==> config.mk <==
export PLATFORM = sky130hd
export DESIGN_NAME = lock_led_breathe_demo_controller
export DESIGN_NICKNAME = d
export VERILOG_FILES = /design/src/rtl/llbd_pkg.sv /design/src/rtl/llbd_core.sv /design/src/rtl/lock_led_breathe_demo_controller.sv
export SDC_FILE = /design/constraint.sdc
export NUM_CORES = 1
export LEC_CHECK = 0
export BUFFER_PORTS_ARGS = -buffer_cell sky130_fd_sc_hd__buf_4
export CAP_MARGIN = 40
export CORE_UTILIZATION = 50
export CTS_CLUSTER_SIZE = 28
export DETAILED_ROUTE_END_ITERATION = 10
export MAX_ROUTING_LAYER = met4
export PLACE_DENSITY_LB_ADDON = 0.1
export SETUP_SLACK_MARGIN = 0.5
export SLEW_MARGIN = 20
export SYNTH_ARGS = -nofsm -noshare
export SYNTH_HDL_FRONTEND = slang
export SYNTH_SLANG_ARGS = --single-unit
==> constraint.sdc <==
create_clock -name clk -period 13.44 [get_ports clk]
set_input_delay 0 -clock clk [delete_from_list [all_inputs] [get_ports clk]]
set_output_delay 0 -clock clk [all_outputs]
set_load 0.02 [all_outputs]
==> src/rtl/llbd_pkg.sv <==
// Types, constants and curve function of the lock LED breathe and demo controller.
`default_nettype none

package llbd_pkg;

  localparam int LED_NUM    = 6;
  localparam int PHASE_STEP = 5;
  localparam int ROM_SIZE   = 64;
  localparam int ROM_AW     = 6;
  localparam int LEVEL_MAX  = 100;
  localparam int KNEE       = 80;

  localparam logic [7:0] OFF_LEVEL = 8'hFF;

  // Reset values of the configuration registers
  localparam logic [15:0] IDLE_HOLD_RST = 16'd3000;
  localparam logic [15:0] BOOT_HOLD_RST = 16'd10000;
  localparam logic [7:0]  DEMO_STEP_RST = 8'd45;

  // Lock bits and the LEDs each one drives
  localparam logic [4:0] LOCK_ALL      = 5'b00111;
  localparam logic [LED_NUM-1:0] NUM_MASK    = 6'h20;
  localparam logic [LED_NUM-1:0] CAPS_MASK   = 6'h17;
  localparam logic [LED_NUM-1:0] SCROLL_MASK = 6'h08;

  typedef enum logic [1:0] {
    CFG_IDLE_HOLD = 2'd0,
    CFG_BOOT_HOLD = 2'd1,
    CFG_DEMO_STEP = 2'd2
  } llbd_cfg_idx_t;

  typedef struct packed {
    logic       restart;
    logic [4:0] lock_leds;
  } llbd_tick_t;

  typedef struct packed {
    logic [7:0] level_bit0;
    logic [7:0] level_bit1;
    logic [7:0] level_bit2;
    logic [7:0] level_bit3;
    logic [7:0] level_bit4;
    logic [7:0] level_bit5;
    logic       boot_request;
  } llbd_result_t;

  typedef struct packed {
    logic [15:0] idle_hold;
    logic [15:0] boot_hold;
    logic [7:0]  demo_step;
  } llbd_cfg_t;

  // Breathe shape of the idle demo, levels 0..100
  localparam logic [6:0] RAMP_ROM [ROM_SIZE] = '{
    7'd0,  7'd0,  7'd0,  7'd0,  7'd0,  7'd0,  7'd0,  7'd0,
    7'd0,  7'd0,  7'd0,  7'd0,  7'd1,  7'd2,  7'd3,  7'd4,
    7'd6,  7'd9,  7'd13, 7'd17, 7'd23, 7'd29, 7'd37, 7'd45,
    7'd53, 7'd62, 7'd70, 7'd78, 7'd86, 7'd92, 7'd96, 7'd99,
    7'd100, 7'd99, 7'd96, 7'd92, 7'd86, 7'd78, 7'd70, 7'd62,
    7'd53, 7'd45, 7'd37, 7'd29, 7'd23, 7'd17, 7'd13, 7'd9,
    7'd6,  7'd4,  7'd3,  7'd2,  7'd1,  7'd0,  7'd0,  7'd0,
    7'd0,  7'd0,  7'd0,  7'd0,  7'd0,  7'd0,  7'd0,  7'd0
  };

  // Level to inverted compare: slope 2 up to the knee, slope 5 above, floor 0
  function automatic logic [7:0] curve(input logic [6:0] n);
    logic [8:0] on;
    if (n <= 7'(KNEE)) begin
      on = {1'b0, n, 1'b0};
    end else begin
      on = 9'd155 + 9'(n - 7'(KNEE)) * 9'd5;
    end
    return (on >= 9'd255) ? 8'd0 : 8'(9'd255 - on);
  endfunction

endpackage

`default_nettype wire

==> src/rtl/llbd_core.sv <==
// Tick state of the controller: breathe ramp, boot countdown, idle demo, LED levels.
`default_nettype none

module llbd_core #(
  parameter int TABLE_DEPTH = 64
) (
  input  wire logic                  clk,
  input  wire logic                  rst,
  input  wire llbd_pkg::llbd_cfg_t   cfg,
  input  wire logic                  advance,
  input  wire llbd_pkg::llbd_tick_t  tick,
  output llbd_pkg::llbd_result_t     result_next
);

  localparam int IDX_W = $clog2(TABLE_DEPTH);
  localparam int LN    = llbd_pkg::LED_NUM;

  logic              skip_phase;
  logic [15:0]       boot_count;
  logic [15:0]       demo_wait;
  logic [6:0]        dim_level;
  logic              dim_falling;
  logic [7:0]        step_timer;
  logic [IDX_W-1:0]  demo_index;
  logic [7:0]        levels [LN];

  logic              skip_phase_next;
  logic [15:0]       boot_count_next;
  logic [15:0]       demo_wait_next;
  logic [6:0]        dim_level_next;
  logic              dim_falling_next;
  logic [7:0]        step_timer_next;
  logic [IDX_W-1:0]  demo_index_next;
  logic [7:0]        levels_next [LN];
  logic              boot_next;

  logic [7:0]        demo_entry [LN];

  // Demo table entry per LED, phase shifted by an offset of PHASE_STEP per LED
  for (genvar i = 0; i < LN; i++) begin : g_demo
    localparam int OFFSET = (i * llbd_pkg::PHASE_STEP) % TABLE_DEPTH;
    logic [IDX_W:0]              sum;
    logic [IDX_W:0]              wrapped;
    logic [llbd_pkg::ROM_AW-1:0] rom_idx;
    always_comb begin
      sum     = {1'b0, demo_index} + (IDX_W + 1)'(OFFSET);
      wrapped = (sum >= (IDX_W + 1)'(TABLE_DEPTH)) ? sum - (IDX_W + 1)'(TABLE_DEPTH) : sum;
      rom_idx = llbd_pkg::ROM_AW'(wrapped);
      if (9'(wrapped) < 9'(llbd_pkg::ROM_SIZE)) begin
        demo_entry[i] = llbd_pkg::curve(llbd_pkg::RAMP_ROM[rom_idx]);
      end else begin
        demo_entry[i] = llbd_pkg::OFF_LEVEL;
      end
    end
  end

  // Maintenance step for one tick
  logic [2:0]    lock3;
  logic          ramp_clear;
  logic [6:0]    lvl0;
  logic          fall0;
  logic [6:0]    lvl1;
  logic [6:0]    lvl_up;
  logic [15:0]   boot_dec;
  logic [LN-1:0] mask;
  logic [7:0]    breathe;

  always_comb begin
    lock3      = tick.lock_leds[2:0];
    ramp_clear = (demo_wait != cfg.idle_hold);
    lvl0       = ramp_clear ? 7'd0 : dim_level;
    fall0      = ramp_clear ? 1'b0 : dim_falling;
    lvl1       = fall0 ? lvl0 - 7'd1 : lvl0;
    lvl_up     = lvl1 + 7'd1;
    boot_dec   = boot_count - 16'd1;
    breathe    = llbd_pkg::curve(lvl1);
    mask       = '0;
    if (lock3[0]) mask = mask | llbd_pkg::NUM_MASK;
    if (lock3[1]) mask = mask | llbd_pkg::CAPS_MASK;
    if (lock3[2]) mask = mask | llbd_pkg::SCROLL_MASK;
  end

  always_comb begin
    skip_phase_next  = skip_phase;
    boot_count_next  = boot_count;
    demo_wait_next   = demo_wait;
    dim_level_next   = dim_level;
    dim_falling_next = dim_falling;
    step_timer_next  = step_timer;
    demo_index_next  = demo_index;
    boot_next        = 1'b0;
    for (int i = 0; i < LN; i++) begin
      levels_next[i] = levels[i];
    end

    if (tick.restart) begin
      boot_count_next  = cfg.boot_hold;
      demo_wait_next   = cfg.idle_hold;
      skip_phase_next  = 1'b0;
      dim_falling_next = 1'b0;
      dim_level_next   = 7'd0;
      for (int i = 0; i < LN; i++) begin
        levels_next[i] = llbd_pkg::OFF_LEVEL;
      end
    end else if (skip_phase) begin
      skip_phase_next = 1'b0;
    end else begin
      skip_phase_next = 1'b1;
      if (lock3 != 3'd0) begin
        // Breathe the LEDs of the active locks; with all locks on, count down to the boot request
        demo_wait_next = cfg.idle_hold;
        if (tick.lock_leds == llbd_pkg::LOCK_ALL) begin
          if (boot_dec == 16'd0) begin
            boot_next       = 1'b1;
            boot_count_next = cfg.boot_hold;
          end else begin
            boot_count_next = boot_dec;
          end
        end else begin
          boot_count_next = cfg.boot_hold;
        end
        for (int i = 0; i < LN; i++) begin
          levels_next[i] = mask[i] ? breathe : llbd_pkg::OFF_LEVEL;
        end
        if (fall0) begin
          dim_level_next   = lvl1;
          dim_falling_next = (lvl1 != 7'd0);
        end else if (lvl_up > 7'(llbd_pkg::LEVEL_MAX)) begin
          dim_level_next   = lvl_up - 7'd2;
          dim_falling_next = 1'b1;
        end else begin
          dim_level_next   = lvl_up;
          dim_falling_next = 1'b0;
        end
      end else if (demo_wait != 16'd0) begin
        // Idle countdown before the demo
        if (demo_wait == cfg.idle_hold) begin
          for (int i = 0; i < LN; i++) begin
            levels_next[i] = llbd_pkg::OFF_LEVEL;
          end
        end
        demo_wait_next = demo_wait - 16'd1;
        if (demo_wait == 16'd1) begin
          step_timer_next = 8'd0;
          demo_index_next = '0;
        end
      end else if (step_timer != 8'd0) begin
        step_timer_next = step_timer - 8'd1;
      end else begin
        // Demo table advance
        step_timer_next = cfg.demo_step;
        for (int i = 0; i < LN; i++) begin
          levels_next[i] = demo_entry[i];
        end
        demo_index_next = (demo_index == IDX_W'(TABLE_DEPTH - 1)) ? '0 : demo_index + 1'b1;
      end
    end
  end

  // State registers
  always_ff @(posedge clk) begin
    if (rst) begin
      skip_phase  <= 1'b0;
      boot_count  <= llbd_pkg::BOOT_HOLD_RST;
      demo_wait   <= llbd_pkg::IDLE_HOLD_RST;
      dim_level   <= 7'd0;
      dim_falling <= 1'b0;
      step_timer  <= 8'd0;
      demo_index  <= '0;
      for (int i = 0; i < LN; i++) begin
        levels[i] <= llbd_pkg::OFF_LEVEL;
      end
    end else if (advance) begin
      skip_phase  <= skip_phase_next;
      boot_count  <= boot_count_next;
      demo_wait   <= demo_wait_next;
      dim_level   <= dim_level_next;
      dim_falling <= dim_falling_next;
      step_timer  <= step_timer_next;
      demo_index  <= demo_index_next;
      for (int i = 0; i < LN; i++) begin
        levels[i] <= levels_next[i];
      end
    end
  end

  assign result_next.level_bit0   = levels_next[0];
  assign result_next.level_bit1   = levels_next[1];
  assign result_next.level_bit2   = levels_next[2];
  assign result_next.level_bit3   = levels_next[3];
  assign result_next.level_bit4   = levels_next[4];
  assign result_next.level_bit5   = levels_next[5];
  assign result_next.boot_request = boot_next;

endmodule

`default_nettype wire

==> src/rtl/lock_led_breathe_demo_controller.sv <==
// Top level of the lock LED breathe and idle demo controller.
//
//   channel  | valid/ready               | payload
//   ---------+---------------------------+--------------------------
//   tick     | tick_valid/tick_ready     | tick (restart, lock_leds)
//   result   | result_valid/result_ready | result (six levels, boot)
//   config   | cfg_valid/cfg_ready       | cfg_index, cfg_data
//
// One tick request is taken every cycle while tick_ready is high.
// The tick sits in an input register; one pass of logic updates state into
// the result register. reset clears config to defaults and the pipeline.
// When result_ready is low the result holds and the input register fills,
// then tick_ready drops. cfg_ready is always high.
`default_nettype none

module lock_led_breathe_demo_controller #(
  parameter int TABLE_DEPTH = 64
) (
  input  wire logic                    clk,
  input  wire logic                    rst,
  input  wire logic                    tick_valid,
  output logic                         tick_ready,
  input  wire llbd_pkg::llbd_tick_t    tick,
  output logic                         result_valid,
  input  wire logic                    result_ready,
  output llbd_pkg::llbd_result_t       result,
  input  wire logic                    cfg_valid,
  output logic                         cfg_ready,
  input  wire logic [1:0]              cfg_index,
  input  wire logic [15:0]             cfg_data
);

  llbd_pkg::llbd_cfg_t    cfg;
  logic                   s0_valid;
  llbd_pkg::llbd_tick_t   s0_tick;
  logic                   advance;
  llbd_pkg::llbd_result_t result_next;

  // Configuration registers
  assign cfg_ready = 1'b1;

  always_ff @(posedge clk) begin
    if (rst) begin
      cfg.idle_hold <= llbd_pkg::IDLE_HOLD_RST;
      cfg.boot_hold <= llbd_pkg::BOOT_HOLD_RST;
      cfg.demo_step <= llbd_pkg::DEMO_STEP_RST;
    end else if (cfg_valid) begin
      case (cfg_index)
        llbd_pkg::CFG_IDLE_HOLD: cfg.idle_hold <= cfg_data;
        llbd_pkg::CFG_BOOT_HOLD: cfg.boot_hold <= cfg_data;
        llbd_pkg::CFG_DEMO_STEP: cfg.demo_step <= cfg_data[7:0];
        default: ;
      endcase
    end
  end

  // Handshake: input register feeds the result register
  assign advance    = s0_valid && (!result_valid || result_ready);
  assign tick_ready = !s0_valid || advance;

  always_ff @(posedge clk) begin
    if (rst) begin
      s0_valid <= 1'b0;
    end else if (tick_ready) begin
      s0_valid <= tick_valid;
    end
  end

  always_ff @(posedge clk) begin
    if (tick_ready && tick_valid) begin
      s0_tick <= tick;
    end
  end

  always_ff @(posedge clk) begin
    if (rst) begin
      result_valid <= 1'b0;
    end else if (advance) begin
      result_valid <= 1'b1;
    end else if (result_ready) begin
      result_valid <= 1'b0;
    end
  end

  always_ff @(posedge clk) begin
    if (advance) begin
      result <= result_next;
    end
  end

  // Tick state and LED level logic
  llbd_core #(
    .TABLE_DEPTH(TABLE_DEPTH)
  ) u_core (
    .clk        (clk),
    .rst        (rst),
    .cfg        (cfg),
    .advance    (advance),
    .tick       (s0_tick),
    .result_next(result_next)
  );

endmodule

`default_nettype wire

* Word-level counts from Yosys, hierarchy flattened *
Memories as Yosys holds them, arrays and structs flattened.
Index checks and enable logic that the tools add are counted.

operators by class
  add/sub/neg operators = 39
  multiply operators = 7
  magnitude comparators = 33
  eq/ne operators = 10
  multiplexer cells = 104
  bitwise logic cells = 16
  reduce and logical (&&, ||, !) cells = 23

operators with widths
  operator               number
  $mux 48                6
  $mux 8                 28
  $mux 7                 25
  $mux 16                9
  $mux 9                 13
  $ge 7x7->1 const B     11
  $add 8x9->9 const A    7
  $ge 9x8->1 const B     7
  $mul 9x3->9 const B    7
  $sub 7x7->8 const B    7
  $sub 8x8->8 const A    7
  $le 7x7->1 const B     7
  $lt 7x7->1 const B     6
  $not 6->7              6
  $sub 7x7->7 const B    5
  $sub 16x1->16 const B  2
  $mux 6                 5
  $eq 16x1->1 const B    1
  $eq 16x16->1           1
  $logic_not 16->1       1
  $mux 1                 16
  $ne 16x16->1           1
  $reduce_bool 16->1     1
  $add 6x4->7 const B    2
  other kinds (33)       51

storage, ports and cells
  flip-flop bits (word level) = 152
  bits in writable memories = 48
  memory bits (read-only) = 2688
  bits of input ports = 29
  output and inout port bits = 52
  logic and storage cells = 260
  memories kept = 7

memory list
  memory            depth  width  read ports  clocked after Yosys merged registers in  wr ports  line             RTL
  (name not given)  64     7      1           0                                        0         llbd_core.sv:50  demo_entry[i] = llbd_pkg::curve(llbd_pkg::RAMP_ROM[rom_idx]);
  (name not given)  64     7      1           0                                        0         llbd_core.sv:50
  (name not given)  64     7      1           0                                        0         llbd_core.sv:50
  (name not given)  64     7      1           0                                        0         llbd_core.sv:50
  (name not given)  64     7      1           0                                        0         llbd_core.sv:50
  (name not given)  64     7      1           0                                        0         llbd_core.sv:50
  +1 memories       -      -      -           -                                        -         -

* Depth between registers and ports, before layout *
  depth in word-level cells = 21
  depth in mapped cells = 26

* Cells and area by module *
Synthesis repeated with hierarchy kept, for this count alone.

unflattened totals
  cells, all modules = 2315
  area total of the unflattened synthesis = 18664.2 um^2

modules (own cells, without submodules)
  module                            instances  cells an instance  area an instance (um^2)  seq. area each (um^2)
  llbd_core                         1          2085               15254.6                  2542.4
  lock_led_breathe_demo_controller  1          230                3409.5                   2492.4

* Worst setup path before layout *
OpenSTA, ideal clock, no wires.

  path type = register -> register
  start point = register u_core.demo_index[2]
  end point = memory u_core.levels[5][7] (netlist: u_core.levels[0][47]), data pin
  data arrival time = 5.517 ns
  slack = 7.654 ns
  stages on the path, launching flop included = 25
  buffers on the path = 5
  path through = dfxtp_1 -> buf_2 -> inv_1 -> clkbuf_1 -> ha_1 -> buf_2 -> clkbuf_1 -> clkbuf_1 -> o21ai_0 -> a32oi_2 -> ha_1 -> inv_1 -> ha_1 -> ha_1 -> inv_1 -> fa_1 -> inv_1 -> ha_1 -> or2_2 -> o22ai_1 -> xnor2_1 -> xnor2_1 -> o21ai_2 -> a2111oi_2 -> o21ai_1

RTL lines
  element                 line              RTL
  from (decl)             llbd_core.sv:24   logic [IDX_W-1:0] demo_index;
  from (signal assigned)  llbd_core.sv:180  demo_index <= demo_index_next;
  to (decl)               llbd_core.sv:25   logic [7:0] levels [LN];

==> results_dict.tcl <==
set metrics [dict create \
    clkTransAtPathRegs_ns 0.08 \
    die_h_um 197 \
    cts_tree "yes" \
    fin_tns_setup_ns 0 \
    drive_above_1_share 0.104 \
    finalSetupViolCount 0 \
    synth_flop_cell "edfxtp_1" \
    gp_congestion 0.982 \
    initial_core_util 0.506 \
    post_drt_wl_per_cell_um 21.4 \
    worst_pin_slew_ns 1.01 \
    firstDrtPassIters 6 \
    grt_pass1_vias 17500 \
    rsz0062_at_grt "no" \
    p_per_area_nw_per_um2 66.5 \
    antenna_found_initial 1 \
    cts_buffers 17 \
    p_int_mw 1.03 \
    critical_path_class "register to register" \
    cp-end-kind "register" \
    final_common_cell "nand2_1" \
    post_cts_buffers 0 \
    wl_um 62300 \
    ys_types 120 \
    fmax_mhz 142 \
    mostFrequentLayoutCells "nand2_1, nor2_1, a21oi_1" \
    fp.dieArea_um2 38800 \
    synth_enable_flop_cells 103 \
    max_cap_violations 0 \
    power_switching_mw 0.363 \
    vias_per_cell 6.34 \
    hold_depth 5 \
    drc 0 \
    final_max_slew_viol_count 0 \
    power_frac_clock 0.424 \
    synthCells 2346 \
    area_growth_pct 10.2 \
    period_needed_ns 7.04 \
    pin_count 81 \
    reg2regPathDepth 21 \
    seqPwrFrac 0.477 \
    fp.dieW_um 197 \
    yosysSeqAreaShare 0.265 \
    grt_pass1_wl_um 97200 \
    power_frac_comb 0.098 \
    ant_nets 0 \
    clk_path_buf_depth 2 \
    synth.avg_cell_area_um2 8.11 \
    hp-class "input pin to register" \
    finalCritPeriodShare 0.524 \
    leakagePower_nw 7.58 \
    r2r-end "u_core.levels[0][47]" \
    status "complete, no violations" \
    gr-total-overflow 0 \
    syn-num-nets 2557 \
    r2r-start "u_core.demo_index[1]" \
    grt_start_max_net_pins 68 \
    yosys_warnings 0 \
    start_kind "register" \
    worstPathArrival_ns 7.25 \
    rows 71 \
    synthesis.area_um2 19000 \
    critPathMaxFanout 37 \
    skew_ns 0.0194 \
    final_nets 2593 \
    clock_latency_ns 0.48 \
    p_sw_frac 0.260 \
    clock_sinks 200 \
    worst_hold_path.endpoint "cfg[30]" \
    core_area_um2 37600 \
    portBuffers 79 \
    ir_worst_vdd_uv 96.4 \
    worstPathRequired_ns 13.65 \
    ys_seq_elements 200 \
    place_hpwl_um 45300 \
    cts_max_level 4 \
    cts-root-buf "clkbuf_16" \
    hold_path_startpoint "cfg_index[0]" \
    p_total_mw 1.39 \
    async_flop_share 0 \
    num_vias 18400 \
    finalHoldViolCount 0 \
    r2r_slack_ns 6.40 \
    grtUsageTotal 0.330 \
    slew-limit-headroom 0.324 \
    drtIter0Drc 1556 \
]
-- critical path, stage by stage (launching register included) --
cell and delay, ns:
dfxtp_1 0.76, ha_1 0.70, inv_1 0.27, ha_1 0.35, buf_4 0.33, inv_1 0.37
or4_1 0.60, o311ai_0 0.12, o31a_1 0.36, inv_1 0.17, fa_1 0.50, inv_1 0.04
ha_1 0.29, nor2b_1 0.17, a21oi_1 0.10, o21ai_0 0.25, o22ai_1 0.14, xnor2_1 0.16
xnor2_1 0.37, o21ai_2 0.20, a2111oi_2 0.37, o21ai_1 0.11
-- layer usage --
| metal | track usage | share of wire |
|---|---|---|
| met1 | 0.413 | 0.41 |
| met5 | - | 0 |
| met2 | 0.531 | 0.47 |
| met4 | 0.140 | 0.040 |
| met3 | 0.0471 | 0.077 |
-- metrics by stage --
step | worst slack [ns] | cells | cell area (um2) | utilization | hold WS [ns]
after floorplan | 7.65 | 2346 | 19000 | - | 0.0989
after global placement | 6.45 | 2834 | 19900 | 0.530 | 0.179
after detailed placement | 6.48 | 2842 | 20000 | 0.532 | 0.180
after CTS | 6.43 | 2902 | 20900 | 0.557 | 0.00519
after global routing | 5.89 | 2907 | 21000 | 0.558 | 0.0370
final | 6.40 | 2907 | 21000 | 0.558 | 0.0277
-- repair_timing --
action | in CTS | in global routing
hold buffers | 28 | 0
hold endpoints to repair | 57 | 0
resized for setup | 0 | 0
-- cell usage after synthesis, types with 32 or more instances --
library cell    n  share of area
nand2_1       245          0.048
nor2_1        208          0.041
a21oi_1       185          0.049
ha_1          155           0.10
inv_1         137          0.027
o21ai_0       121          0.032
edfxtp_1      103           0.16
dfxtp_1        97           0.10
clkbuf_1       87          0.017
nor3_1         67          0.018
xnor2_1        57          0.026
nand3_1        56          0.015
nand2b_1       53          0.017
xor2_1         45          0.021
a31oi_1        37          0.012
buf_2          37         0.0097
a211oi_1       32          0.013
-- cell families after synthesis --
family                     after synthesis  synth area share
and+or+nand+nor                        835             0.217
AOI/OAI and AO/OA                      699             0.251
buffers and inverters                  287            0.0630
DFF                                    200             0.265
adders and majority gates              182             0.130
xor gates and xnor gates               113            0.0571
muxes                                   29            0.0162
other                                    1          0.000197
-- area by class of cell --
| class | count | area (um2) |
|---|---|---|
| Fill cell | 3507 | 16600 |
| Tap cell | 511 | 639 |
| Antenna cell | 1 | 2.50 |
| Multi-Input combinational cell | 1859 | 12800 |
| Timing Repair Buffer | 158 | 1280 |
| Sequential cell | 200 | 5040 |
| Clock inverter | 13 | 215 |
| Clock buffer | 19 | 433 |
| Inverter | 146 | 548 |
-- worst max-delay path by stage --
stage	end	startpoint	slack, ns
finish	u_core.levels[0][47]	u_core.demo_index[1]	6.40
global route	u_core.levels[0][47]	u_core.demo_index[1]	5.89
CTS	u_core.levels[0][47]	u_core.demo_index[1]	6.43
detailed placement	u_core.levels[0][47]	u_core.demo_index[1]	6.48
global placement	u_core.levels[0][47]	u_core.demo_index[1]	6.45
floorplan	u_core.levels[0][47]	u_core.demo_index[2]	7.65
-- power by group through the flow --
stage / clock (mW) / combinational [mW] / sequential, mW
3_5_place_dp: 0 / 0.126 / 0.679
4_1_cts: 0.597 / 0.132 / 0.665
3_3_place_gp: 0 / 0.124 / 0.679
2_1_floorplan: 0 / 0.0763 / 0.677
5_1_grt: 0.617 / 0.146 / 0.667
6_report: 0.592 / 0.137 / 0.666
-- state kept, by name, summed over array words and instances, names as in the netlist, 6 cells and up --
register	cells
s0_tick	6
u_core.demo_index	6
u_core.boot_count	16
u_core.dim_level	7
u_core.levels	48
u_core.demo_wait	16
u_core.step_timer	8
result	49
cfg	40
Note: power is estimated with default switching activity, not from simulation.
